--- src/hw/rtl/msbu_pkg.sv ---
// msbu_pkg: shared types, sizes and codes for the membership set block
// used by msbu_ctrl, msbu_dp, the top level and the checker; no dependencies
`timescale 1ns / 1ps

package msbu_pkg;

	// set capacity and derived widths
	localparam int MAX_MEMBERS = 64;
	localparam int IDX_W       = $clog2(MAX_MEMBERS);
	localparam int CNT_W       = $clog2(MAX_MEMBERS + 1);
	localparam int ID_W        = 16;
	localparam int VIEW_W      = 16;
	localparam int COUNT_W     = 7;

	// change actions
	localparam logic [1:0] ACT_DROP = 2'd0;
	localparam logic [1:0] ACT_ADD  = 2'd1;

	// result status codes
	localparam logic [2:0] ST_OK        = 3'd0;
	localparam logic [2:0] ST_PRESENT   = 3'd1;
	localparam logic [2:0] ST_NOT_FOUND = 3'd2;
	localparam logic [2:0] ST_UNDEFINED = 3'd3;
	localparam logic [2:0] ST_FULL      = 3'd4;

	// input request
	typedef struct packed {
		logic [1:0]      action_code;
		logic [ID_W-1:0] member_id;
		logic            last_change;
	} change_t;

	// output request
	typedef struct packed {
		logic [2:0]         status;
		logic [VIEW_W-1:0]  view_number;
		logic               member_valid;
		logic [ID_W-1:0]    member_out;
		logic [COUNT_W-1:0] member_count;
		logic               last_result;
	} result_t;

	// controller states
	typedef enum logic [3:0] {
		S_IDLE,
		S_CHECK,
		S_SCAN,
		S_DECIDE,
		S_FILL,
		S_BATCH_END,
		S_EMIT_EMPTY,
		S_SEL_START,
		S_SEL_SCAN,
		S_SEL_EMIT,
		S_EMIT_ERR,
		S_COPY
	} state_t;

	// controller to datapath commands
	typedef struct packed {
		logic       load_item;
		logic       scan_start;
		logic       scan_run;
		logic       err_wr;
		logic [2:0] err_code;
		logic       append;
		logic       rd_last;
		logic       fill_hole;
		logic       view_inc;
		logic       commit_start;
		logic       push;
		logic       push_member;
		logic       commit_wr;
		logic       copy_start;
		logic       copy_run;
		logic       restore;
	} dp_cmd_t;

	// datapath to controller status
	typedef struct packed {
		logic [1:0] act;
		logic       last;
		logic       err_set;
		logic       hit;
		logic       full;
		logic       wcount_zero;
		logic       scan_done;
		logic       copy_done;
		logic       out_free;
		logic       k_last;
	} dp_sts_t;

endpackage

--- src/hw/rtl/membership_set_batch_update.sv ---
// Membership set with batched add/drop changes and ordered commit.
// Each change runs a linear lookup scan over the single read port of the working
// memory; a drop adds a fill step that moves the last entry into the freed slot.
// Commit runs one full scan per member, emitting members in ascending order;
// a failed batch copies the committed memory back into the working memory.
// Reset (arst_n, async low) empties the set and clears view and error; no clearing pass.
`timescale 1ns / 1ps

module membership_set_batch_update (
	input  logic              clk,
	input  logic              arst_n,
	input  logic              change_valid,
	output logic              change_stall,
	input  msbu_pkg::change_t change,
	output logic              result_valid,
	input  logic              result_stall,
	output msbu_pkg::result_t result
);

	msbu_pkg::dp_cmd_t cmd;
	msbu_pkg::dp_sts_t sts;

	// sequencer
	msbu_ctrl u_ctrl (
		.clk          (clk),
		.arst_n       (arst_n),
		.change_valid (change_valid),
		.change_stall (change_stall),
		.sts          (sts),
		.cmd          (cmd)
	);

	// storage and compare logic
	msbu_dp u_dp (
		.clk          (clk),
		.arst_n       (arst_n),
		.change       (change),
		.cmd          (cmd),
		.sts          (sts),
		.result_valid (result_valid),
		.result_stall (result_stall),
		.result       (result)
	);

endmodule

--- src/hw/rtl/msbu_dp.sv ---
// msbu_dp: datapath with working and committed member memories, scan unit,
// counters and the output register; depends on msbu_pkg
`timescale 1ns / 1ps

module msbu_dp (
	input  logic              clk,
	input  logic              arst_n,
	input  msbu_pkg::change_t change,
	input  msbu_pkg::dp_cmd_t cmd,
	output msbu_pkg::dp_sts_t sts,
	output logic              result_valid,
	input  logic              result_stall,
	output msbu_pkg::result_t result
);

	// captured change
	logic [1:0]                 act_q;
	logic [msbu_pkg::ID_W-1:0]  id_q;
	logic                       last_q;

	// member memories
	logic [msbu_pkg::ID_W-1:0]  wmem [msbu_pkg::MAX_MEMBERS];
	logic [msbu_pkg::ID_W-1:0]  cmem [msbu_pkg::MAX_MEMBERS];

	// set state
	logic [msbu_pkg::CNT_W-1:0]  wcount_q;
	logic [msbu_pkg::CNT_W-1:0]  ccount_q;
	logic [2:0]                  err_q;
	logic [msbu_pkg::VIEW_W-1:0] view_q;

	// scan unit
	logic [msbu_pkg::CNT_W-1:0] sc_q;
	logic                       rv_s1;
	logic [msbu_pkg::IDX_W-1:0] ridx_s1;
	logic                       cv_s1;
	logic [msbu_pkg::IDX_W-1:0] cidx_s1;
	logic [msbu_pkg::ID_W-1:0]  wrd_q;
	logic [msbu_pkg::ID_W-1:0]  crd_q;
	logic                       hit_q;
	logic [msbu_pkg::IDX_W-1:0] pos_q;
	logic                       found_q;
	logic [msbu_pkg::ID_W-1:0]  best_q;
	logic [msbu_pkg::ID_W-1:0]  prev_q;
	logic                       first_q;
	logic [msbu_pkg::CNT_W-1:0] k_q;

	// output register
	logic              out_valid_q;
	msbu_pkg::result_t out_q;

	logic                       w_issue;
	logic                       c_issue;
	logic                       w_ren;
	logic [msbu_pkg::CNT_W-1:0] wlast;
	logic [msbu_pkg::IDX_W-1:0] w_raddr;
	logic                       w_we;
	logic [msbu_pkg::IDX_W-1:0] w_waddr;
	logic [msbu_pkg::ID_W-1:0]  w_wdata;
	logic                       cand;
	logic                       out_free;
	msbu_pkg::result_t          out_d;

	// read issue and address selection
	assign w_issue = cmd.scan_run && (sc_q < wcount_q);
	assign c_issue = cmd.copy_run && (sc_q < ccount_q);
	assign wlast   = wcount_q - msbu_pkg::CNT_W'(1);
	assign w_ren   = w_issue || cmd.rd_last;
	assign w_raddr = cmd.rd_last ? wlast[msbu_pkg::IDX_W-1:0] : sc_q[msbu_pkg::IDX_W-1:0];

	// working memory write selection
	always_comb begin
		w_we    = cmd.append || cmd.fill_hole || cv_s1;
		w_waddr = cidx_s1;
		w_wdata = crd_q;
		if (cmd.append) begin
			w_waddr = wcount_q[msbu_pkg::IDX_W-1:0];
			w_wdata = id_q;
		end else if (cmd.fill_hole) begin
			w_waddr = pos_q;
			w_wdata = wrd_q;
		end
	end

	// smallest entry above the previous one
	assign cand = (first_q || (wrd_q > prev_q)) && (!found_q || (wrd_q < best_q));

	// memories
	always_ff @(posedge clk) begin
		if (w_ren) begin
			wrd_q <= wmem[w_raddr];
		end
		if (w_we) begin
			wmem[w_waddr] <= w_wdata;
		end
		if (c_issue) begin
			crd_q <= cmem[sc_q[msbu_pkg::IDX_W-1:0]];
		end
		if (cmd.commit_wr) begin
			cmem[k_q[msbu_pkg::IDX_W-1:0]] <= best_q;
		end
	end

	// captured change and scan payload
	always_ff @(posedge clk) begin
		if (cmd.load_item) begin
			act_q  <= change.action_code;
			id_q   <= change.member_id;
			last_q <= change.last_change;
		end
		ridx_s1 <= sc_q[msbu_pkg::IDX_W-1:0];
		cidx_s1 <= sc_q[msbu_pkg::IDX_W-1:0];
		if (rv_s1 && (wrd_q == id_q)) begin
			pos_q <= ridx_s1;
		end
		if (rv_s1 && cand) begin
			best_q <= wrd_q;
		end
		if (cmd.commit_wr) begin
			prev_q <= best_q;
		end
	end

	// control state of the datapath
	always_ff @(posedge clk or negedge arst_n) begin
		if (!arst_n) begin
			wcount_q <= '0;
			ccount_q <= '0;
			err_q    <= msbu_pkg::ST_OK;
			view_q   <= '0;
			sc_q     <= '0;
			rv_s1    <= 1'b0;
			cv_s1    <= 1'b0;
			hit_q    <= 1'b0;
			found_q  <= 1'b0;
			first_q  <= 1'b1;
			k_q      <= '0;
		end else begin
			rv_s1 <= w_issue;
			cv_s1 <= c_issue;
			if (cmd.scan_start || cmd.copy_start) begin
				sc_q <= '0;
			end else if (w_issue || c_issue) begin
				sc_q <= sc_q + msbu_pkg::CNT_W'(1);
			end
			if (cmd.scan_start) begin
				hit_q   <= 1'b0;
				found_q <= 1'b0;
			end else if (rv_s1) begin
				if (wrd_q == id_q) begin
					hit_q <= 1'b1;
				end
				if (cand) begin
					found_q <= 1'b1;
				end
			end
			if (cmd.append) begin
				wcount_q <= wcount_q + msbu_pkg::CNT_W'(1);
			end else if (cmd.fill_hole) begin
				wcount_q <= wlast;
			end else if (cmd.restore) begin
				wcount_q <= ccount_q;
			end
			if (cmd.err_wr) begin
				err_q <= cmd.err_code;
			end else if (cmd.restore) begin
				err_q <= msbu_pkg::ST_OK;
			end
			if (cmd.view_inc) begin
				view_q <= view_q + msbu_pkg::VIEW_W'(1);
			end
			if (cmd.commit_start) begin
				ccount_q <= wcount_q;
				k_q      <= '0;
				first_q  <= 1'b1;
			end else if (cmd.commit_wr) begin
				k_q     <= k_q + msbu_pkg::CNT_W'(1);
				first_q <= 1'b0;
			end
		end
	end

	// result payload
	always_comb begin
		out_d.status       = err_q;
		out_d.view_number  = view_q;
		out_d.member_valid = cmd.push_member;
		out_d.member_out   = cmd.push_member ? best_q : '0;
		out_d.member_count = msbu_pkg::COUNT_W'(ccount_q);
		out_d.last_result  = cmd.push_member ? sts.k_last : 1'b1;
	end

	// output register
	assign out_free = !out_valid_q || !result_stall;

	always_ff @(posedge clk or negedge arst_n) begin
		if (!arst_n) begin
			out_valid_q <= 1'b0;
		end else if (cmd.push) begin
			out_valid_q <= 1'b1;
		end else if (!result_stall) begin
			out_valid_q <= 1'b0;
		end
	end

	always_ff @(posedge clk) begin
		if (cmd.push) begin
			out_q <= out_d;
		end
	end

	assign result_valid = out_valid_q;
	assign result       = out_q;

	// status to the controller
	always_comb begin
		sts.act         = act_q;
		sts.last        = last_q;
		sts.err_set     = (err_q != msbu_pkg::ST_OK);
		sts.hit         = hit_q;
		sts.full        = (wcount_q >= msbu_pkg::CNT_W'(msbu_pkg::MAX_MEMBERS));
		sts.wcount_zero = (wcount_q == '0);
		sts.scan_done   = (sc_q >= wcount_q) && !rv_s1;
		sts.copy_done   = (sc_q >= ccount_q) && !cv_s1;
		sts.out_free    = out_free;
		sts.k_last      = ((k_q + msbu_pkg::CNT_W'(1)) == ccount_q);
	end

endmodule

--- src/hw/rtl/msbu_ctrl.sv ---
// msbu_ctrl: state machine that sequences lookup, update, commit and rollback
// depends on msbu_pkg; drives msbu_dp through command and status structs
`timescale 1ns / 1ps

module msbu_ctrl (
	input  logic              clk,
	input  logic              arst_n,
	input  logic              change_valid,
	output logic              change_stall,
	input  msbu_pkg::dp_sts_t sts,
	output msbu_pkg::dp_cmd_t cmd
);

	msbu_pkg::state_t state_q;
	msbu_pkg::state_t state_d;

	// state register
	always_ff @(posedge clk or negedge arst_n) begin
		if (!arst_n) begin
			state_q <= msbu_pkg::S_IDLE;
		end else begin
			state_q <= state_d;
		end
	end

	// next state and commands
	always_comb begin
		state_d      = state_q;
		cmd          = '0;
		cmd.err_code = msbu_pkg::ST_OK;
		change_stall = 1'b1;
		unique case (state_q)
			msbu_pkg::S_IDLE: begin
				change_stall = 1'b0;
				if (change_valid) begin
					cmd.load_item = 1'b1;
					state_d       = msbu_pkg::S_CHECK;
				end
			end
			// skip after an error, flag undefined actions, else look up the id
			msbu_pkg::S_CHECK: begin
				if (sts.err_set) begin
					state_d = msbu_pkg::S_BATCH_END;
				end else if (sts.act != msbu_pkg::ACT_DROP && sts.act != msbu_pkg::ACT_ADD) begin
					cmd.err_wr   = 1'b1;
					cmd.err_code = msbu_pkg::ST_UNDEFINED;
					state_d      = msbu_pkg::S_BATCH_END;
				end else begin
					cmd.scan_start = 1'b1;
					state_d        = msbu_pkg::S_SCAN;
				end
			end
			msbu_pkg::S_SCAN: begin
				cmd.scan_run = 1'b1;
				if (sts.scan_done) begin
					state_d = msbu_pkg::S_DECIDE;
				end
			end
			// apply the change to the working set
			msbu_pkg::S_DECIDE: begin
				state_d = msbu_pkg::S_BATCH_END;
				if (sts.act == msbu_pkg::ACT_ADD) begin
					if (sts.hit) begin
						cmd.err_wr   = 1'b1;
						cmd.err_code = msbu_pkg::ST_PRESENT;
					end else if (sts.full) begin
						cmd.err_wr   = 1'b1;
						cmd.err_code = msbu_pkg::ST_FULL;
					end else begin
						cmd.append = 1'b1;
					end
				end else if (!sts.hit) begin
					cmd.err_wr   = 1'b1;
					cmd.err_code = msbu_pkg::ST_NOT_FOUND;
				end else begin
					cmd.rd_last = 1'b1;
					state_d     = msbu_pkg::S_FILL;
				end
			end
			msbu_pkg::S_FILL: begin
				cmd.fill_hole = 1'b1;
				state_d       = msbu_pkg::S_BATCH_END;
			end
			// close the batch
			msbu_pkg::S_BATCH_END: begin
				if (!sts.last) begin
					state_d = msbu_pkg::S_IDLE;
				end else begin
					cmd.view_inc = 1'b1;
					if (sts.err_set) begin
						state_d = msbu_pkg::S_EMIT_ERR;
					end else begin
						cmd.commit_start = 1'b1;
						state_d = sts.wcount_zero ? msbu_pkg::S_EMIT_EMPTY : msbu_pkg::S_SEL_START;
					end
				end
			end
			msbu_pkg::S_EMIT_EMPTY: begin
				if (sts.out_free) begin
					cmd.push = 1'b1;
					state_d  = msbu_pkg::S_IDLE;
				end
			end
			// ordered commit: one full scan per member
			msbu_pkg::S_SEL_START: begin
				cmd.scan_start = 1'b1;
				state_d        = msbu_pkg::S_SEL_SCAN;
			end
			msbu_pkg::S_SEL_SCAN: begin
				cmd.scan_run = 1'b1;
				if (sts.scan_done) begin
					state_d = msbu_pkg::S_SEL_EMIT;
				end
			end
			msbu_pkg::S_SEL_EMIT: begin
				if (sts.out_free) begin
					cmd.push        = 1'b1;
					cmd.push_member = 1'b1;
					cmd.commit_wr   = 1'b1;
					state_d = sts.k_last ? msbu_pkg::S_IDLE : msbu_pkg::S_SEL_START;
				end
			end
			// failed batch: report, then restore working set from committed
			msbu_pkg::S_EMIT_ERR: begin
				if (sts.out_free) begin
					cmd.push       = 1'b1;
					cmd.copy_start = 1'b1;
					state_d        = msbu_pkg::S_COPY;
				end
			end
			msbu_pkg::S_COPY: begin
				cmd.copy_run = 1'b1;
				if (sts.copy_done) begin
					cmd.restore = 1'b1;
					state_d     = msbu_pkg::S_IDLE;
				end
			end
			default: begin
				state_d = msbu_pkg::S_IDLE;
			end
		endcase
	end

endmodule

--- config.mk ---
export PLATFORM = sky130hd
export DESIGN_NAME = membership_set_batch_update
export DESIGN_NICKNAME = d
export VERILOG_FILES = /design/src/hw/rtl/msbu_pkg.sv /design/src/hw/rtl/membership_set_batch_update.sv /design/src/hw/rtl/msbu_dp.sv /design/src/hw/rtl/msbu_ctrl.sv
export SDC_FILE = /design/constraint.sdc
export NUM_CORES = 2
export LEC_CHECK = 0
export BUFFER_PORTS_ARGS = -buffer_cell sky130_fd_sc_hd__buf_2
export CAP_MARGIN = 5
export CORE_UTILIZATION = 30
export DETAILED_ROUTE_END_ITERATION = 16
export MAX_ROUTING_LAYER = met4
export PLACE_DENSITY = 0.45
export SKIP_LAST_GASP = 1
export SYNTH_ARGS = -nofsm -noshare
export SYNTH_HDL_FRONTEND = slang
export SYNTH_HIERARCHICAL = 1
export SYNTH_SLANG_ARGS = --single-unit
export TNS_END_PERCENT = 50
--- constraint.sdc ---
create_clock -name clk -period 6.3 [get_ports clk]
set_clock_uncertainty 0.2 [all_clocks]
set_input_delay 0.315 -clock clk [delete_from_list [all_inputs] [get_ports clk]]
set_output_delay 0.315 -clock clk [all_outputs]
set_load 0.02 [all_outputs]
After elaboration in Yosys (flattened, before gate mapping):

Memory sizes are Yosys's and may differ from the RTL's. A register that Yosys moved wholly into a read port is not among the register bits.
Cells that the tools add are included.

* flip-flop bits (word level): 164
* memory bits (writable): 2048
* memories kept: 2

* add/subtract/negate cells: 5
* magnitude comparators: 7
* equality and inequality tests: 23
* mux-type cells: 75
* reductions and logical operators: 37

Memory list
* u_dp.cmem: words 64, width 16, read ports 1, clocked after Yosys merged registers in 1, wr ports 1, RTL line msbu_dp.sv:23 `logic [msbu_pkg::ID_W-1:0] cmem [msbu_pkg::MAX_MEMBERS];`
* u_dp.wmem: words 64, width 16, read ports 1, clocked after Yosys merged registers in 1, wr ports 1, RTL line msbu_dp.sv:22 `logic [msbu_pkg::ID_W-1:0] wmem [msbu_pkg::MAX_MEMBERS];`

Operator list (number)
* 4-bit 2-to-1 mux: 15
* 7-bit 2-to-1 mux: 7
* 4-bit one-hot mux with 12 select lines: 1
* 1-bit 2-to-1 mux: 33
* 16-bit 2-to-1 mux: 2
* 7-bit by 1-bit adder with 7-bit output, second input constant: 3
* 3-bit 2-to-1 mux: 6
* 6-bit 2-to-1 mux: 3
* 16-bit by 1-bit adder with 16-bit output, second input constant: 1
* 16-bit == test: 1
* 4-bit by 3-bit == test with 1-bit output, second input constant: 4
* 4-bit == test, second input constant: 4
* 16-bit > comparator: 1
* 16-bit < comparator: 1
* 7-bit >= comparator: 2
* 7-bit < comparator: 2
* 2-bit nonzero test: 7
* 2-bit 2-to-1 mux: 5
* 2-bit by 1-bit != test with 1-bit output, second input constant: 5
* 4-bit by 2-bit == test with 1-bit output, second input constant: 2
* 1-bit logical AND: 8
* 1-bit logical OR: 8
* 2-bit != test, second input constant: 4
* 4-bit one-hot mux with 2 select lines: 1
* other kinds (13): 21

Longest topological paths before layout:

* word-level depth: 9
* mapped depth: 17

Modules after synthesis:

Netlist, hierarchy kept.

By module, submodules not included
* msbu_dp: instances 1, cells each 4395, area each 87627.8 um^2, sequential area each 66940.5 um^2
* msbu_ctrl: instances 1, cells each 88, area each 645.6 um^2, sequential area each 100.1 um^2

Least setup slack after synthesis:

No wires, ideal clock.

* path type: reg2reg
* start point: register u_ctrl.state_q[1]
* end point: memory u_dp/wmem[0][10] in the netlist's numbering (data pin)
* setup time: 0.702 ns
* data arrival time: 4.657 ns
* data required time: 5.398 ns
* path slack: 0.742 ns
* cell stages (with the launch flop): 9
* path through: dfrtp_1 -> buf_6 -> buf_2 -> nor3_1 -> clkbuf_1 -> clkbuf_1 -> buf_1 -> mux2i_1 -> o21ai_0

RTL lines
* start: declaration: RTL line msbu_ctrl.sv:14 `msbu_pkg::state_t state_q;`
* start signal: assignment: RTL line msbu_ctrl.sv:20 `state_q <= msbu_pkg::S_IDLE;`
* start signal: assignment: RTL line msbu_ctrl.sv:22 `state_q <= state_d;`
* end: declaration: RTL line msbu_dp.sv:22

==> parameters.txt <==
Parameter                              Value

STA
  Achievable Freq ... 184 MHz
  Setup tns final ... 0 ps
  Worst-case headroom to the max-slew limit ... 15.6%
  Final Max Slew Viols ... 0
  RSZ-0062 raised after global routing ... no
  Setup violations, final ... 0
  Final-report hold violation count ... 0
  Worst Tran Pin Value ... 1260 ps
  Final worst-path cycle share ... 86.1%
  Final Worst Setup Slack ... 875 ps
  Min cycle time layout ... 5420 ps

Setup path
  Series of cell instances along the critical path ... nor2_1 > nand3_1 > nor2b_2 > a21o_4 > buf_4 > mux4_2 > nand2_1 > nand3_1 > and3_1 > a31oi_1 > mux2i_1
  CP Class ... reg -> reg
  Arrival time of the worst setup path ... 5810 ps
  Worst Setup Start Kind ... flip-flop
  Minimum setup slack among reg-to-reg paths ... 880 ps
  Buf/Inv on CP ... 1
  Required time of the critical path ... 6680 ps
  Endpoint class of the critical path ... flip-flop
  Critical path's top delay family ... simple AND/OR/NAND/NOR gates
  Largest incremental delay on the critical path ... 700 ps
  Path depth of the worst reg2reg path ... 11
  Worst reg2reg endpoint ... u_dp/wrd_q[8]
  Startpoint of the worst-slack reg-to-reg timing path ... u_ctrl/state_q[3]
  Dominant cell type by count on the critical path ... sky130_fd_sc_hd__nand3_1
  Largest fanout on the critical path ... 41
  Slowest CP cell ... sky130_fd_sc_hd__a21o_4

Die
  Horizontal die dimension ... 544 um
  Placeable core region ... 292,000 um^2
  Area of the die ... 296,000 um^2
  # IOs ... 69
  Initial core utilization ... 30.2%
  Cell Rows ... 198
  Die Span Y ... 544 um

Logic synthesis
  Post-synth EDFFs ... 2,181
  Number of different library cells in the post-synthesis netlist ... 68
  Average footprint of a synthesized cell ... 19.7 um^2
  Area leader, netlist ... sky130_fd_sc_hd__edfxtp_1
  Leading post-synthesis cells by instance count ... 2,181 x sky130_fd_sc_hd__edfxtp_1, 536 x sky130_fd_sc_hd__mux4_2, 382 x sky130_fd_sc_hd__nand2_1
  Net Count, Synth ... 4,556
  Dominant synthesized flop cell ... sky130_fd_sc_hd__edfxtp_1
  Synthesized flop and latch total ... 2,244
  Fraction of post-synthesis cell area in the top cell type by area ... 74.2%
  Yosys synthesis warning count ... 6
  Post-synthesis cell area ... 88,300 um^2
  Top post-synthesis cells by area ... sky130_fd_sc_hd__edfxtp_1 74%, sky130_fd_sc_hd__mux4_2 14%, sky130_fd_sc_hd__nand2_1 1.6%
  Most used standard cell by instance count after synthesis ... sky130_fd_sc_hd__edfxtp_1
  Share of flip-flops with an asynchronous set or reset after synthesis ... 2.54%
  Post-Syn Instances ... 4,483
  Sequential fraction of the synthesis area ... 75.9%

Min path
  Start point of the worst hold path ... result_stall
  Type of the worst min-delay path ... in -> reg
  WHS Endpoint ... u_dp/result_valid
  Number of cells on the worst hold path ... 4

Run
  Reported max-cap violation count ... 0

Clock network
  Post-CTS Setup Repair Bufs ... 0
  Count of H-tree levels built during CTS ... 4
  Clock transition at the registers of the reported paths ... 60 ps
  Sink count of the clock tree ... 2,244
  Clock Path Buffers ... 4
  Clock buffer count from CTS ... 232
  TritonCTS clock tree ... built
  Buffer type at the clock tree root ... sky130_fd_sc_hd__clkbuf_16
  Clk_lat worst skew ... 880 ps

Pwr
  Flop pwr share ... 47.4%
  Pwr/cell area ... 370 nW/um^2
  P_leak ... 31.8 nW
  Power share of the clock group ... 34.7%
  Proportion of total power due to net switching ... 27.7%
  Total internal power ... 0.0274 W
  Net Switching ... 0.0105 W
  Relative contribution of combinational cells to total power ... 17.8%
  Worst voltage drop across the vdd grid ... 244 uV

Routing
  Number of DRC markers after the initial detailed-route iteration ... 4,267
  Final WL ... 256,000 um
  Remaining number of nets flagged by the antenna check after routing ... 0
  First drt pass iteration count ... 5
  Routed vias/inst ... 5.01
  Routed length per instance ... 28.8 um
  Count of vias placed by the detailed router ... 44,500
  DRC violation count after routing ... 0

Placement
  Count of input and output buffers ... 68
  Post-Place Worst Slack ... 848 ps
  Final weighted congestion of routability-driven global placement ... 0.837
  Total half-perimeter wirelength after legalization and detailed placement ... 150,000 um
  Placed Instances ... 8,430

Finish
  Area growth from synthesis to final layout ... 15.9%
  Number of nets in the layout ... 4,879
  Number of non-filler instances in the completed layout ... 8,892
  Ratio of cells with drive above 1 in the final layout ... 25.1%

Global routing
  Number of antenna violations at the first check in global routing ... 8
  Vias in the first global route ... 45,700
  All-Layer GR Usage ... 17.7%
  Pin count of the biggest net entering global routing ... 123
  Total overflow reported by the global router ... 0
  First-pass GRT wire length ... 362,000 um

Run status
  Run status ... finished clean
-- logic make-up after synthesis --
kind of cell | count (synthesis) | share of synthesized area [%]
AO/OA/AOI/OAI | 298 | 2.16
XOR/XNOR | 53 | 0.534
adder cells (fa/ha/maj) | 50 | 0.709
buffers and inverters | 300 | 1.52
flip-flops | 2244 | 75.9
multiplexers | 597 | 14.4
AND/OR/NAND/NOR | 941 | 4.75
-- final cells by class --
type | instances | area (um^2)
Antenna cell | 3 | 7.51
Clock buffer | 290 | 6100
Clock inverter | 127 | 1020
Fill cell | 27500 | 190000
Inverter | 55 | 206
Multi-Input combinational cell | 1939 | 20400
Sequential cell | 2244 | 67100
Tap cell | 3900 | 4880
Timing Repair Buffer | 334 | 2660
-- worst max-delay path by stage --
stage	startpoint	endpoint	slack (ps)	cells past startpoint
after floorplan	u_ctrl/state_q[1]	u_dp/wmem[0][10]	740	8
after global placement	u_ctrl/state_q[3]	u_dp/wrd_q[8]	930	11
after detailed placement	u_ctrl/state_q[3]	u_dp/wrd_q[8]	850	11
after CTS	u_ctrl/state_q[1]	u_dp/wrd_q[8]	820	10
after global routing	u_ctrl/state_q[3]	u_dp/wrd_q[8]	560	11
final	u_ctrl/state_q[3]	u_dp/wrd_q[8]	880	11
-- state kept, by name, summed over array words and instances (netlist names), 2 cells and up --
signal          count
u_ctrl/state_q      4
u_dp/act_q          2
u_dp/best_q        16
u_dp/ccount_q       7
u_dp/cidx_s1        6
u_dp/cmem        1024
u_dp/crd_q         16
u_dp/err_q          3
u_dp/id_q          16
u_dp/k_q            7
u_dp/pos_q          6
u_dp/prev_q        16
u_dp/result        44
u_dp/sc_q           7
u_dp/view_q        16
u_dp/wcount_q       7
u_dp/wmem        1024
u_dp/wrd_q         16
-- power groups by stage --
stage / sequential [W] / clock [W] / combinational [W]
4_1_cts: 0.0180 / 0.0135 / 0.00691
3_3_place_gp: 0.0183 / 0 / 0.00683
6_report: 0.0180 / 0.0132 / 0.00675
2_1_floorplan: 0.0182 / 0 / 0.00416
5_1_grt: 0.0180 / 0.0141 / 0.00726
3_5_place_dp: 0.0183 / 0 / 0.00688
-- per-stage QoR --
stage / utilization [%] / instance area [um^2] / hold slack (ps) / total power (W)
floorplan: - / 88300 / -181 / 0.0224
global placement: 32.5 / 94800 / 219 / 0.0251
detailed placement: 32.5 / 94800 / 224 / 0.0252
CTS: 35.1 / 102000 / 73.7 / 0.0384
global route: 35.1 / 102000 / 155 / 0.0393
finish: 35.1 / 102000 / 152 / 0.0379
-- worst min-delay path, cell delays in order --
cell,delay (ps)
sky130_fd_sc_hd__dlygate4sd3_1,520
sky130_fd_sc_hd__buf_2,100
sky130_fd_sc_hd__nand2_1,150
sky130_fd_sc_hd__nand2b_1,110
-- per-layer routing --
layer | GRT usage [%] | part of all wire (%) | vias up
li1 | - | - | 18800
met1 | 23.7 | 44 | 24200
met2 | 28.9 | 49 | 1161
met3 | 2.03 | 4.4 | 326
met4 | 4.55 | 2.5 | 0
met5 | - | 0 | -
-- cell usage in the layout (no fill, tap or decap), types with 16 or more instances in the layout --
cell type / Yosys / final
sky130_fd_sc_hd__mux2i_1: 52 / 52
sky130_fd_sc_hd__clkinv_1: 0 / 66
sky130_fd_sc_hd__a31oi_1: 28 / 27
sky130_fd_sc_hd__o21ai_4: 0 / 16
sky130_fd_sc_hd__nand3_1: 183 / 183
sky130_fd_sc_hd__nor2_2: 0 / 51
sky130_fd_sc_hd__a22oi_1: 34 / 34
sky130_fd_sc_hd__clkbuf_16: 0 / 234
sky130_fd_sc_hd__a311oi_1: 16 / 16
sky130_fd_sc_hd__nand4_1: 24 / 24
sky130_fd_sc_hd__mux4_2: 536 / 536
sky130_fd_sc_hd__nand2_1: 382 / 382
sky130_fd_sc_hd__nor2_1: 214 / 151
sky130_fd_sc_hd__edfxtp_1: 2181 / 2181
sky130_fd_sc_hd__xor2_1: 17 / 17
sky130_fd_sc_hd__and2_1: 23 / 23
sky130_fd_sc_hd__nand2b_1: 23 / 23
sky130_fd_sc_hd__and3_1: 26 / 25
sky130_fd_sc_hd__inv_1: 55 / 55
sky130_fd_sc_hd__dlygate4sd3_1: 0 / 42
sky130_fd_sc_hd__a21o_1: 25 / 22
sky130_fd_sc_hd__xnor2_1: 35 / 35
sky130_fd_sc_hd__o21ai_0: 64 / 48
sky130_fd_sc_hd__dfrtp_1: 56 / 52
sky130_fd_sc_hd__buf_12: 0 / 17
sky130_fd_sc_hd__clkinv_2: 0 / 33
sky130_fd_sc_hd__a21oi_1: 83 / 79
sky130_fd_sc_hd__buf_2: 92 / 68
sky130_fd_sc_hd__ha_1: 50 / 50
sky130_fd_sc_hd__clkbuf_1: 112 / 53
sky130_fd_sc_hd__buf_4: 20 / 207
-- timing repair --
item,CTS,global route
endpoints found under the hold margin,93,0
hold buffers,42,0
endpoints found under the setup margin,0,0
gates resized for setup,0,0
Note: power is estimated with default switching activity, not from simulation.
